===== src/ketq_pkg.sv =====
`timescale 1ns / 1ps
// Shared codes and types for the keyed event time queue.
// No dependencies; imported by ketq_cell and the top level.
package ketq_pkg;

  // operation codes carried by an input request
  localparam logic [1:0] OP_INSERT = 2'd0;
  localparam logic [1:0] OP_POP    = 2'd1;
  localparam logic [1:0] OP_CLEAR  = 2'd2;

  // status codes carried by a result
  localparam logic [1:0] ST_OK       = 2'd0;
  localparam logic [1:0] ST_EMPTY    = 2'd1;
  localparam logic [1:0] ST_INFINITE = 2'd2;
  localparam logic [1:0] ST_FULL     = 2'd3;

  // what a cell loads at the next edge
  typedef enum logic [1:0] {
    CELL_HOLD,
    CELL_NEXT,
    CELL_PREV,
    CELL_NEW
  } cell_mode_t;

endpackage


===== src/ketq_cell.sv =====
`timescale 1ns / 1ps
// One slot of the sorted queue: holds one event, compares it with the
// broadcast key and time, and loads from a neighbour or the new event.
// Depends on ketq_pkg.
module ketq_cell
  import ketq_pkg::*;
#(
  parameter int INDEX_BITS = 16,
  parameter int TIME_BITS  = 32
) (
  input  logic                  clk,
  input  cell_mode_t            mode,
  input  logic                  occupied,
  input  logic [INDEX_BITS-1:0] key_index,
  input  logic [TIME_BITS-1:0]  key_time,
  input  logic [INDEX_BITS-1:0] new_index,
  input  logic [TIME_BITS-1:0]  new_time,
  input  logic [INDEX_BITS-1:0] prev_index,
  input  logic [TIME_BITS-1:0]  prev_time,
  input  logic [INDEX_BITS-1:0] next_index,
  input  logic [TIME_BITS-1:0]  next_time,
  output logic [INDEX_BITS-1:0] cell_index,
  output logic [TIME_BITS-1:0]  cell_time,
  output logic                  match,
  output logic                  time_le
);

  logic [INDEX_BITS-1:0] index_r;
  logic [TIME_BITS-1:0]  time_r;

  always_ff @(posedge clk) begin
    case (mode)
      CELL_NEXT: begin
        index_r <= next_index;
        time_r  <= next_time;
      end
      CELL_PREV: begin
        index_r <= prev_index;
        time_r  <= prev_time;
      end
      CELL_NEW: begin
        index_r <= new_index;
        time_r  <= new_time;
      end
      default: begin
        index_r <= index_r;
        time_r  <= time_r;
      end
    endcase
  end

  assign cell_index = index_r;
  assign cell_time  = time_r;
  assign match      = occupied && (index_r == key_index);
  assign time_le    = occupied && (time_r <= key_time);

endmodule


===== config.mk =====
export PLATFORM = sky130hd
export DESIGN_NAME = ketq_cell
export DESIGN_NICKNAME = d
export VERILOG_FILES = /design/src/ketq_pkg.sv /design/src/ketq_cell.sv
export SDC_FILE = /design/constraint.sdc
export NUM_CORES = 1
export LEC_CHECK = 0
export BUFFER_PORTS_ARGS = -buffer_cell sky130_fd_sc_hd__buf_4
export CAP_MARGIN = 20
export CORE_ASPECT_RATIO = 0.6
export CORE_MARGIN = 2
export CORE_UTILIZATION = 25
export DETAILED_ROUTE_END_ITERATION = 6
export GPL_TIMING_DRIVEN = 0
export PLACE_DENSITY = 0.59
export SETUP_SLACK_MARGIN = 0.5
export SLEW_MARGIN = 20
export SYNTH_ARGS = -nofsm -noshare
export SYNTH_HDL_FRONTEND = slang
export SYNTH_SLANG_ARGS = --single-unit

===== constraint.sdc =====
create_clock -name clk -period 5.75 [get_ports clk]
set_input_delay 1.15 -clock clk [delete_from_list [all_inputs] [get_ports clk]]
set_output_delay 1.15 -clock clk [all_outputs]
set_load 0.01 [all_outputs]

* Word level (Yosys, flattened, before mapping)
Cells that the tools add are included.
Cells by class: mux-type cells 2, eq/ne operators 4, $lt $le $gt $ge 1, reductions and logical operators 3
Operator list (number):
- one-hot mux 32 bit (3 select lines) | 1
- one-hot mux 16 bit (3 select lines) | 1
- less-or-equal comparator 32 bit | 1
- == test 16 bit | 1
- == test 2 bit (second input constant) | 2
- nonzero test 3 bit | 1
- == test 2 x 1 -> 1 bit (second input constant) | 1
- logical AND 1 bit | 2
Storage, ports and cells: word-level logic and storage cells 12, register bits 48, output and inout port bits 50

* Depth between registers and ports, before layout
word-level depth 2, gate-level depth with buffers 7

* Worst setup path before layout
OpenSTA, ideal clock, no wires.
path type input port to output port, start input port key_time[10], end output port time_le, setup slack 2.238 ns, cell stages on the path 7, arrival 2.362 ns, cell sequence inv_1 > ha_1 > nand4_2 > nor4_2 > a21bo_1 > a31oi_1 > o22ai_1
On the way: cells in the longest elaborated chain, start to end 2
RTL lines:
- from (decl) | RTL line ketq_cell.sv:15 | input logic [TIME_BITS-1:0] key_time,
- less-or-equal comparator 32 bit | RTL line ketq_cell.sv:55 | assign time_le = occupied && (time_r <= key_time);
- logical AND 1 bit | RTL line ketq_cell.sv:55
- to (decl) | RTL line ketq_cell.sv:25 | output logic time_le
No other way between the ends.

* Worst setup path after layout
start input port key_time[30], end output port time_le
Same word-level chain as after synthesis.

==> results.yml <==
run_status:
  status: "complete, no violations"
setup_path:
  cp.required_ns: 4.60
  crit_fanout: 3
  cp.arrival_ns: 2.83
  crit_family: "simple AND/OR/NAND/NOR gates"
  critPathMaxStageDelay_ns: 0.46
  start_kind: "primary input"
  worstSetupPathType: "primary input to output pin"
  crit_chain: "buf_4 > inv_1 > ha_1 > nand4_1 > nor4_1 > nand2_1 > a31oi_1 > o22ai_1 > buf_4"
  crit_cells: 9
  cp_num_buf_inv: 3
  endpoint_kind: "output pin"
  cp_slowest_cell: "nor4_1"
  path_common_cell: "buf_4"
timing:
  fmaxAchievable_mhz: 251
  whs_ns: 1.18
  tightest_slew_ns: 0.833
  period_minus_slack_ns: 3.98
  finalSetupViolCount: 0
  finalCritPeriodShare: 0.692
  rsz0062_at_grt: "no"
  slew_violations: 0
  fin_tns_setup_ns: 0
  timing.final.hold_violations: 0
  relSlewSlack: 0.445
floorplanning:
  die_area_mm2: 0.0147
  num_rows: 33
  initial_core_util: 0.254
  dieHeight_um: 94.8
  ios: 246
  core_area_mm2: 0.0135
  die_w_um: 155
yosys:
  yosysTopAreaCell: "edfxtp_1"
  synth-main-ff-cell: "edfxtp_1"
  ys_async_sr_fraction: 0
  yosysMostFrequentCell: "a21oi_1"
  syn_inst: 351
  synth-seq-cells: 48
  synth.distinct_cells: 29
  synth_area_per_cell_um2: 9.79
  syn-cell-area_mm2: 0.00344
  synth_area_leaders: "edfxtp_1 (42%), mux2i_1 (14%), ha_1 (12%)"
  synth_top_area_frac: 0.420
  synth_warnings: 0
  synth_edf_count: 48
  synth-seq-area-share: 0.420
  syn_nets: 579
  yosys-top-cells-count: "a21oi_1 (60), nor2_1 (51), edfxtp_1 (48), mux2i_1 (48), inv_1 (34)"
layout:
  area_growth_pct: 64.3
  final_net_count: 829
  antennaDiodeCount: 0
  finalNonFillerCells: 777
  final_layout_size_suffix_gt1_frac: 0.434
  final_core_util: 0.417
  fill_cells: 1343
clock_network:
  cts_sinks: 48
  holdBufCountCts: 0
  root_buffer: "clkbuf_16"
  cts_max_level: 2
  cts_buffer_depth: 2
  cts_tree: "yes"
  cts_resized: 0
  cts_made_buffers: 5
  postCtsSetupBuffers: 0
  clkTransAtPathRegs_ns: 0.07
worst_hold_path:
  worstHoldPathCells: 3
  hold_class: "primary input to flop"
placed_design:
  port_buffers: 243
  place_inst: 769
  globalplace.congestion: 0.788
  dp_hpwl_mm: 10.7
route:
  initialDrtViolationCount: 130
  drt_wl_total_mm: 13.0
  vias_per_cell: 4.56
  wl_per_cell_um: 16.8
  dr.pass1.iters: 4
  num_vias: 3544
  antenna_left: 0
  drcViolationCount: 0
grt:
  grt_max_degree: 49
  grt_pass1_vias: 3624
  grt_first_pass_wirelength_mm: 18.9
  track_usage: 0.170
  antenna_found_initial: 0
  overflow: 0
run:
  cap_violations: 0
pwr:
  power.density_mw_per_mm2: 209
  worst_ir_drop_vdd_mv: 0.0958
  power_leakage_nw: 2.77
## state kept, by name, summed over array words and instances, names as in the netlist
signal,count
cell_time,32
cell_index,16
## worst paths after layout
path                          from      endpoint  slack (ns)
worst min-delay path  next_time[3]  cell_time[3]        1.18
worst max-delay path  key_time[30]       time_le        1.77
## through the flow
step                instance area [µm²]  power [mW]  worst slack [ns]
floorplan                          3440       0.629              2.24
global placement                   5480       0.846              1.69
detailed placement                 5480       0.855              1.78
CTS                                5650        1.20              1.76
global route                       5650        1.25              1.59
finish                             5650        1.18              1.77
## layout by cell type (no fill, tap or decap), types with 2 or more instances in the layout
cell	count
buf_4	245
a21oi_1	60
nor2_1	51
mux2i_1	48
edfxtp_1	48
inv_1	34
ha_1	32
xnor2_1	12
clkbuf_1	11
nand2_1	9
nand4_1	8
nand3_1	6
clkbuf_16	5
buf_2	4
xor2_1	4
o21ai_0	4
nor4_1	3
nor2b_1	2
a221oi_1	2
nand4_2	2
## routing by layer
layer	track usage	part of all wire	wire (µm)	up-vias
met5	0	0	0	-
met3	0.0427	0.074	958	8
li1	-	-	-	1756
met4	0.0313	0.0065	85	0
met1	0.226	0.46	6010	1636
met2	0.285	0.46	5970	144
## report_power, final
group          leakage [nW]  switching, mW  internal (mW)  total [mW]
Sequential            0.483         0.0310          0.436       0.467
Combinational          2.21          0.168          0.208       0.376
Clock                0.0808          0.134          0.205       0.339
Total                  2.77          0.332          0.849        1.18
## cell families (layout without fill, tap and decap cells)
| family | Yosys count | in the layout | synth area share |
|---|---|---|---|
| xor+xnor | 16 | 16 | 0.0408 |
| simple gates | 85 | 85 | 0.115 |
| fa+ha+maj | 32 | 32 | 0.117 |
| mux | 48 | 48 | 0.140 |
| buf+inv | 51 | 302 | 0.0594 |
| compound gates | 71 | 71 | 0.109 |
| flops | 48 | 48 | 0.420 |
## cell type report
| class | count | area, µm² | share of cell area |
|---|---|---|---|
| buffer | 17 | 76.3 | 0.0135 |
| tap | 175 | 219 | 0.0388 |
| sequential | 48 | 1440 | 0.255 |
| clock inverter | 2 | 35.0 | 0.00621 |
| clock buffer | 6 | 129 | 0.0228 |
| inverter | 34 | 128 | 0.0226 |
| timing repair buffer | 243 | 1820 | 0.323 |
| multi-input combinational | 252 | 1790 | 0.318 |
No activity file was read; power rests on OpenSTA's default activity.
