## config.mk

```make
export PLATFORM = sky130hd
export DESIGN_NAME = ketq_scan
export DESIGN_NICKNAME = d
export VERILOG_FILES = /design/src/ketq_scan.sv
export SDC_FILE = /design/constraint.sdc
export NUM_CORES = 1
export LEC_CHECK = 0
export BUFFER_PORTS_ARGS = -buffer_cell sky130_fd_sc_hd__clkbuf_2
export CORE_UTILIZATION = 31
export DETAILED_ROUTE_END_ITERATION = 10
export PLACE_DENSITY = 0.86
export RECOVER_POWER = 100
export SYNTH_ARGS = -nofsm -noshare
export SYNTH_HDL_FRONTEND = slang
export SYNTH_SLANG_ARGS = --single-unit
```

## constraint.sdc

```tcl
create_clock -name vclk -period 3.9
set_input_delay 1.17 -clock vclk [all_inputs]
set_output_delay 1.17 -clock vclk [all_outputs]
set_load 0.02 [all_outputs]
```

## src/ketq_scan.sv

```systemverilog
`timescale 1ns / 1ps
// Inclusive prefix OR over a row of flags, log-depth.
// Depends on nothing but its width parameter.
module ketq_scan #(
  parameter int WIDTH = 64
) (
  input  logic [WIDTH-1:0] flags,
  output logic [WIDTH-1:0] flags_or
);

  localparam int LEVELS = $clog2(WIDTH);

  logic [LEVELS:0][WIDTH-1:0] lvl;

  // each level folds in flags from 2**l places further down
  always_comb begin
    lvl[0] = flags;
    for (int l = 0; l < LEVELS; l++) begin
      for (int i = 0; i < WIDTH; i++) begin
        if (i >= (1 << l)) begin
          lvl[l+1][i] = lvl[l][i] | lvl[l][i-(1<<l)];
        end else begin
          lvl[l+1][i] = lvl[l][i];
        end
      end
    end
  end

  assign flags_or = lvl[LEVELS];

endmodule

```

Word-level counts from Yosys, hierarchy flattened
Index checks and enable logic that the tools add are counted.
Widths: inputs -> output; s select.
- bitwise logic cells: 321
- operators by type and width (cell ; number):
    $or 1x1->1 ; 321
- register bits: 0
- input bits: 64
- output and inout port bits: 64
- logic and storage cells: 321

Logic depth before layout (Yosys ltp)
Gate-level depths: netlist (run 1).
- word-level depth: 6
- gate-level depth with buffers: 5
- gate-level depth less buffers: 5

Least setup slack after synthesis (run 1)
Ideal clock, no wire load.
- kind: input port to output port
- start: input flags[2]
- end: output flags_or[35]
- arrival: 2600 ps
- required time: 2730 ps
- path slack: 130 ps
- stages: 5
- path buffers: 1
- cell sequence: nor4_4 > nand3_4 > nor4b_4 > buf_6 > nand3_1
- word-level cells in the longest chain between the ends: 3
- ends and longest elaborated chain (item ; line ; text):
    from (decl) ; 7 ; input logic [WIDTH-1:0] flags,
    $or 1x1->1 (3 in a row) ; 21 ; lvl[l+1][i] = lvl[l][i] | lvl[l][i-(1<<l)];
    to (decl) ; 8 ; output logic [WIDTH-1:0] flags_or
No other way between the ends.

Worst setup path in the final report (run 1)
- start: input flags[52]
- end: output flags_or[63]
- word-level cells in the longest chain between the ends: 6
- ends and longest elaborated chain (item ; line):
    $or 1x1->1 (6 in a row) ; 21
No other way between the ends.

==> results of run 1 <==
## routing by layer
layer	vias to the layer above	part of all wire, %	wire, um
met3	4	6.1	225
met4	0	0.62	23
li1	787	-	-
met1	710	38	1400
met2	59	55	2050
met5	-	0	0
## power by group through the flow
stage / clock, uW / combinational (uW) / sequential, uW
2_1_floorplan: 0 / 22.0 / 0
3_3_place_gp: 0 / 72.1 / 0
3_5_place_dp: 0 / 74.9 / 0
4_1_cts: 0 / 75.2 / 0
5_1_grt: 0 / 83.3 / 0
6_report: 0 / 76.9 / 0
## repair_timing
| action | in CTS | in global routing |
|---|---|---|
| buffers inserted | 0 | 1 |
| endpoints found under the setup margin | 0 | 30 |
| hold buffers | 0 | 0 |
| gates resized for setup | 0 | 3 |
## area by class of cell
class / count / area [sq um] / share of cell area (%)
Multi-Input combinational cell: 127 / 793 / 49.6
Tap cell: 30 / 37.5 / 2.35
Inverter: 5 / 18.8 / 1.17
Timing Repair Buffer: 144 / 749 / 46.9
## worst min-delay path by stage
stage,endpoint,slack (ns),cells past startpoint
after floorplan,flags_or[0],2.45,1
after global placement,flags_or[0],2.63,2
after detailed placement,flags_or[0],2.64,2
after CTS,flags_or[0],2.64,2
after global routing,flags_or[0],2.66,2
final,flags_or[0],2.66,2
## Yosys cell counts (all sizes together)
library cell	number	area (sq um)
buf	3	30.0
and2	1	6.26
inv	5	18.8
nor4	12	133
nand2b	2	12.5
nand3	16	92.6
nand3b	3	22.5
or2	6	37.5
nor2b	3	18.8
nand4	8	50.1
or3	10	62.6
nand2	21	78.8
or4	2	15.0
nand4b	5	43.8
nor2	26	100
nor3	8	40.0
and3b	1	8.76
nor4b	3	56.3
## stage by stage
step / power, uW / hold WS, ns
6_report: 76.9 / 2.66
5_1_grt: 83.3 / 2.66
4_1_cts: 75.2 / 2.64
3_5_place_dp: 74.9 / 2.64
2_1_floorplan: 22.0 / 2.45
3_3_place_gp: 72.1 / 2.63
## kinds of logic after synthesis
logic type | after synthesis
buf+inv | 8
simple gates | 127
## cells in the final DEF, fill, tap and decap left out, drive strengths merged
cell	Yosys	layout
and2	1	1
nor4b	3	3
nor4	12	12
or3	10	10
nand4b	5	5
nand2	21	21
nand4	8	8
nand3	16	16
nor2b	3	3
nor2	26	26
nand2b	2	2
nor3	8	8
or4	2	2
and3b	1	1
clkbuf	0	130
buf	3	14
inv	5	5
nand3b	3	3
or2	6	6
## worst max-delay path: stages
cell,delay [ns]
clkbuf_1,0.10
or4_1,0.55
nor4_1,0.32
nor2b_1,0.21
nand4b_1,0.11
clkbuf_2,0.16
==> results.md, run 1 <==
- Status: completed
- P&R area growth vs syn: 93.3%
- Gate power share: 100.0%
- I/O Pins: 128
- Post-Route WL: around 3.7 mm
- Syn nets: 199
- Number of port buffers: ~130
- Cells after Synth: 135
- Max-Cap Viols: 0
- Final-stage net count: 342
- Final Instance Count excl. Fillers: around 300
- Synth Area in Compound Gates: 0%
- Clkbuf count: 0
- Hold path startpoint: flags[0]
- Hold crit path type: in2out
- Largest family of logic cells by synthesized area: simple AND/OR/NAND/NOR gates
- Layout cell share with drive strength beyond 1: 52.2%
- Req. time, crit path: 2.73 ns
- Gr busiest metal: met2
- Multiplexer share of the synthesized area: 0%
- Leakage: 0.000695 uW
- Final Max Tran Viols: 0
- Crit Path Category: in2out
- Final setup margin: about 0.11 ns
- Routed Antenna Nets: 0
- Critical Path AT: 2.62 ns
- Adder and majority gate portion of the synthesized area: 0%
- Largest net degree at the start of global routing: 27
- Total GRT Usage: 24.4%
- Sw power: a little over 40 uW
- Routed WL per cell: roughly 12 um
- Met3 GRT Util: 0.847%
- DIE HEIGHT: 53.7 um
- Via density: roughly 5.1
- Placement Cell Area: between 1500 and 2000 sq um
- P_int: between 30 and 40 uW
- DRC: 0
- Worst Tran Pin Value: about 0.42 ns
- Clock share of power: 0%
- F_max: between 0.2 and 0.3 GHz
- DR pass1 iterations: 4
- Fin Setup TNS: 0 ns
- Final-report hold violation count: 0
- Detail Placement HPWL: around 3.3 mm
- Rows: 18
- Synth Area in Simple Gates: between 90% and 100%
- Crit path max fanout: 4
- First-pass GRT wire length: approximately 5.4 mm
- Ys Warns: 0
- Initial Utilization: approximately a third
- Setup crit start: flags[52]
- Post-Place Cells: about 300
- Die area: 2880 sq um
- Count of final setup violators: 0
- Min Clock Period, post-route: about 3.8 ns
- Grt ovf: 0
- RSZ-0062 raised after global routing: false
- Max VDD drop: around 0.053 mV
- Design area: between 1500 and 2000 sq um
- Syn_area_per_cell: 6.13 sq um
- Post-synthesis sequential area ratio: 0%
- Reg area: 0 sq um
- Met2 Resource Use GR: roughly half
- Via count: 1560
- Power Dens Cells: 48.1 nW/um^2
- CP Capture Type: output pin
- # diodes: 0
- Layout fillers: approximately 260
- Rel. slew slack: approximately 72%
- Cell area after synthesis: just over 800 sq um
- Core area: 2500 sq um
- Netlist cell types: 25
- RePlAce Congestion: 0.815
- Initial antenna violation count: 0
- Seq cells: 0
- Worst setup path end: flags_or[63]
- Synth Area in XOR/XNOR: 0%
- Die X: 53.7 um
- Vias in the first global route: between 1000 and 1500
- Net Sw Frac: 52.6%
- Met1 Use GR: 26.6%
- Sequential Power Share: 0%
- Setup slack at placement: 0.0228 ns
- Crit start category: input pin
- Tcrit/Tclk final: a little over nine tenths
- Final Core Density: between 60% and 70%
- Iter 0 DRT Violations: 22
No activity file was read; power rests on OpenSTA's default activity.
==> run 2: changes to the inputs <==
==> config.mk (replaced) <==
export PLATFORM = sky130hd
export DESIGN_NAME = ketq_scan
export DESIGN_NICKNAME = d
export VERILOG_FILES = /design/src/ketq_scan.sv
export SDC_FILE = /design/constraint.sdc
export NUM_CORES = 1
export LEC_CHECK = 0
export CORE_AREA = 2 2 50 52
export DETAILED_ROUTE_END_ITERATION = 10
export DIE_AREA = 0 0 52 54
export DONT_BUFFER_PORTS = 1
export RECOVER_POWER = 100
export SYNTH_ARGS = -nofsm -noshare
export SYNTH_HDL_FRONTEND = slang
export SYNTH_SLANG_ARGS = --single-unit
==> run 2 against run 1 <==
Compared with the run above: first-iteration DRC count up 23%; critical path type unchanged; combinational power down 66%; cell count shrank 30%; sequential share of layout area unchanged; critical endpoint is now flags_or[54]; largest cell class unchanged; largest power group unchanged.
==> results.md, run 2 (synthesis results as in run 1) <==
- Status: completed
- Die X: 52 um (-3.1%)
- DR pass1 iterations: 4 (unchanged)
- WL met2: 1.83 mm (-11%)
- Post-Place Cells: 212 (-30%)
- Rows: 18 (unchanged)
- Hold path startpoint: flags[0]
- Core area: 2320 sq um (-7.2%)
- Final Core Density: 49.2% (-15 points)
- Critical Path AT: 2.63 ns (about the same)
- Layout fillers: 269 (+5.5%)
- Worst hold stages: 0 (-2)
- Power Dens Cells: 22.8 nW/um^2 (-53%)
- DIE HEIGHT: 54 um (+0.65%)
- Leakage: 0.000346 uW (-50%)
- Routed WL per cell: 15.8 um (+30%)
- Hold Crit Endpoint: flags_or[0]
- Setup slack at placement: -0.0238 ns (-0.0466 ns)
- Die area: 2810 sq um (-2.4%)
- Via density: 5.81 (+14%)
- First-pass GRT wire length: 4.69 mm (-13%)
- Final-report hold violation count: 0 (unchanged)
- Rel. slew slack: 65.2% (-6.4 points)
- CP Capture Type: output pin
- P&R area growth vs syn: 38.1%
- Final Max Tran Viols: 0 (unchanged)
- Fin Setup TNS: 0 ns (unchanged)
- Total GRT Usage: 21.1% (-3.3 points)
- Via count: 1238 (-21%)
- Crit path max fanout: 15 (+11)
- Count of final setup violators: 0 (unchanged)
- Final setup margin: 0.100 ns (-0.00582 ns)
- Wl on met1: 1.24 mm (-12%)
- RePlAce Congestion: 0.828 (+1.6%)
- Final Instance Count excl. Fillers: 213 (-30%)
- Iter 0 DRT Violations: 27 (+23%)
- Initial antenna violation count: 0 (unchanged)
- Clkbuf count: 0 (unchanged)
- Routed Antenna Nets: 0 (unchanged)
- Min Clock Period, post-route: 3.80 ns (+0.00582 ns)
- Vias in the first global route: 1116 (-16%)
- Detail Placement HPWL: 2.94 mm (-11%)
- Hold crit path type: in2out
- # diodes: 0 (unchanged)
- Worst Tran Pin Value: 0.517 ns (+0.0944 ns)
- Commonest cells after routing, fill and taps aside: nor2_1 (26), buf_4 (26), nand2_1 (21)
- Crit start category: input pin
- Tcrit/Tclk final: 97.4% (+0.15 points)
- Largest net degree at the start of global routing: 16 (-41%)
- Post-Route WL: 3.36 mm (-9.2%)
- Met3 Wirelength: 286 um (+27%)
- Seq cells: 0 (unchanged)
- Grt ovf: 0 (unchanged)
- Req. time, crit path: 2.73 ns (about the same)
- Reg area: 0 sq um (unchanged)
- Layout cell share with drive strength beyond 1: 31.7% (-20 points)
- Cts-stage hold buffer count: 0 (unchanged)
- Final-stage net count: 249 (-27%)
- DRC: 0 (unchanged)
- F_max: 0.263 GHz (-0.15%)
- Crit Path Category: in2out
- I/O Pins: 128 (unchanged)
- Top routing layer in use: met3
- Initial Utilization: 35.7% (+2.6 points)
- Number of port buffers: 0 (-100%)
- Max VDD drop: 0.0141 mV (-73%)
- Max-Cap Viols: 0 (unchanged)
[run 2: cell types whose count changed in the layout (fill, tap and decap cells not counted), sizes merged]
cell / previous run / this run
inv: 5 / 4
clkbuf: 130 / 25
clkinv: 0 / 1
buf: 14 / 26
[run 2: power breakdown]
part / total, uW / internal, uW / switching, uW / leakage, uW
registers: 0 / 0 / 0 / 0
logic: 26.0 / 12.4 / 13.6 / 0.000346
clock network: 0 / 0 / 0 / 0
total: 26.0 / 12.4 / 13.6 / 0.000346
[run 2: metal layers]
metal	global-route usage [%]	up-vias
met5	0	-
met4	1.75	0
met3	1.11	0
met2	43.2	72
met1	24.7	568
li1	-	598
[run 2: worst max path at each step]
stage | depth (start not counted) | endpoint | slack, ns | from
after CTS | 5 | flags_or[54] | 0.03 | flags[28]
after floorplan | 5 | flags_or[35] | 0.13 | flags[2]
after global placement | 6 | flags_or[63] | 0.1 | flags[1]
final | 6 | flags_or[54] | 0.10 | flags[21]
after detailed placement | 5 | flags_or[54] | -0.02 | flags[28]
after global routing | 6 | flags_or[63] | -0.02 | flags[37]
[run 2: worst max-delay path, cell delays in order]
cell and delay (ns):
nor4_1 0.48, nand2_1 0.19, nor4b_4 0.26, buf_4 0.24, nand4b_1 0.11, buf_4 0.17
[run 2: layout make-up]
type               instances  area [sq um]  share of cell area (%)
repair buffers            51           312                    27.3
well taps                 30          37.5                    3.29
inverters                  5          18.8                    1.64
multi-input cells        127           774                    67.8
[run 2: through the flow]
| step | hold slack (ns) | area (sq um) | total power, uW |
|---|---|---|---|
| 6_report | 2.34 | 1140 | 26.0 |
| 5_1_grt | 2.34 | 1140 | 28.2 |
| 4_1_cts | 2.34 | 1210 | 26.1 |
| 3_5_place_dp | 2.34 | 1210 | 26.0 |
| 3_3_place_gp | 2.34 | 1210 | 25.3 |
| 2_1_floorplan | 2.45 | 827 | 22.0 |
[run 2: repair_timing]
item                       CTS  global route
gates cloned                 0             0
setup endpoints to repair    5            14
resized for setup            0             1
setup buffers                0             1
pin swaps                    1             1
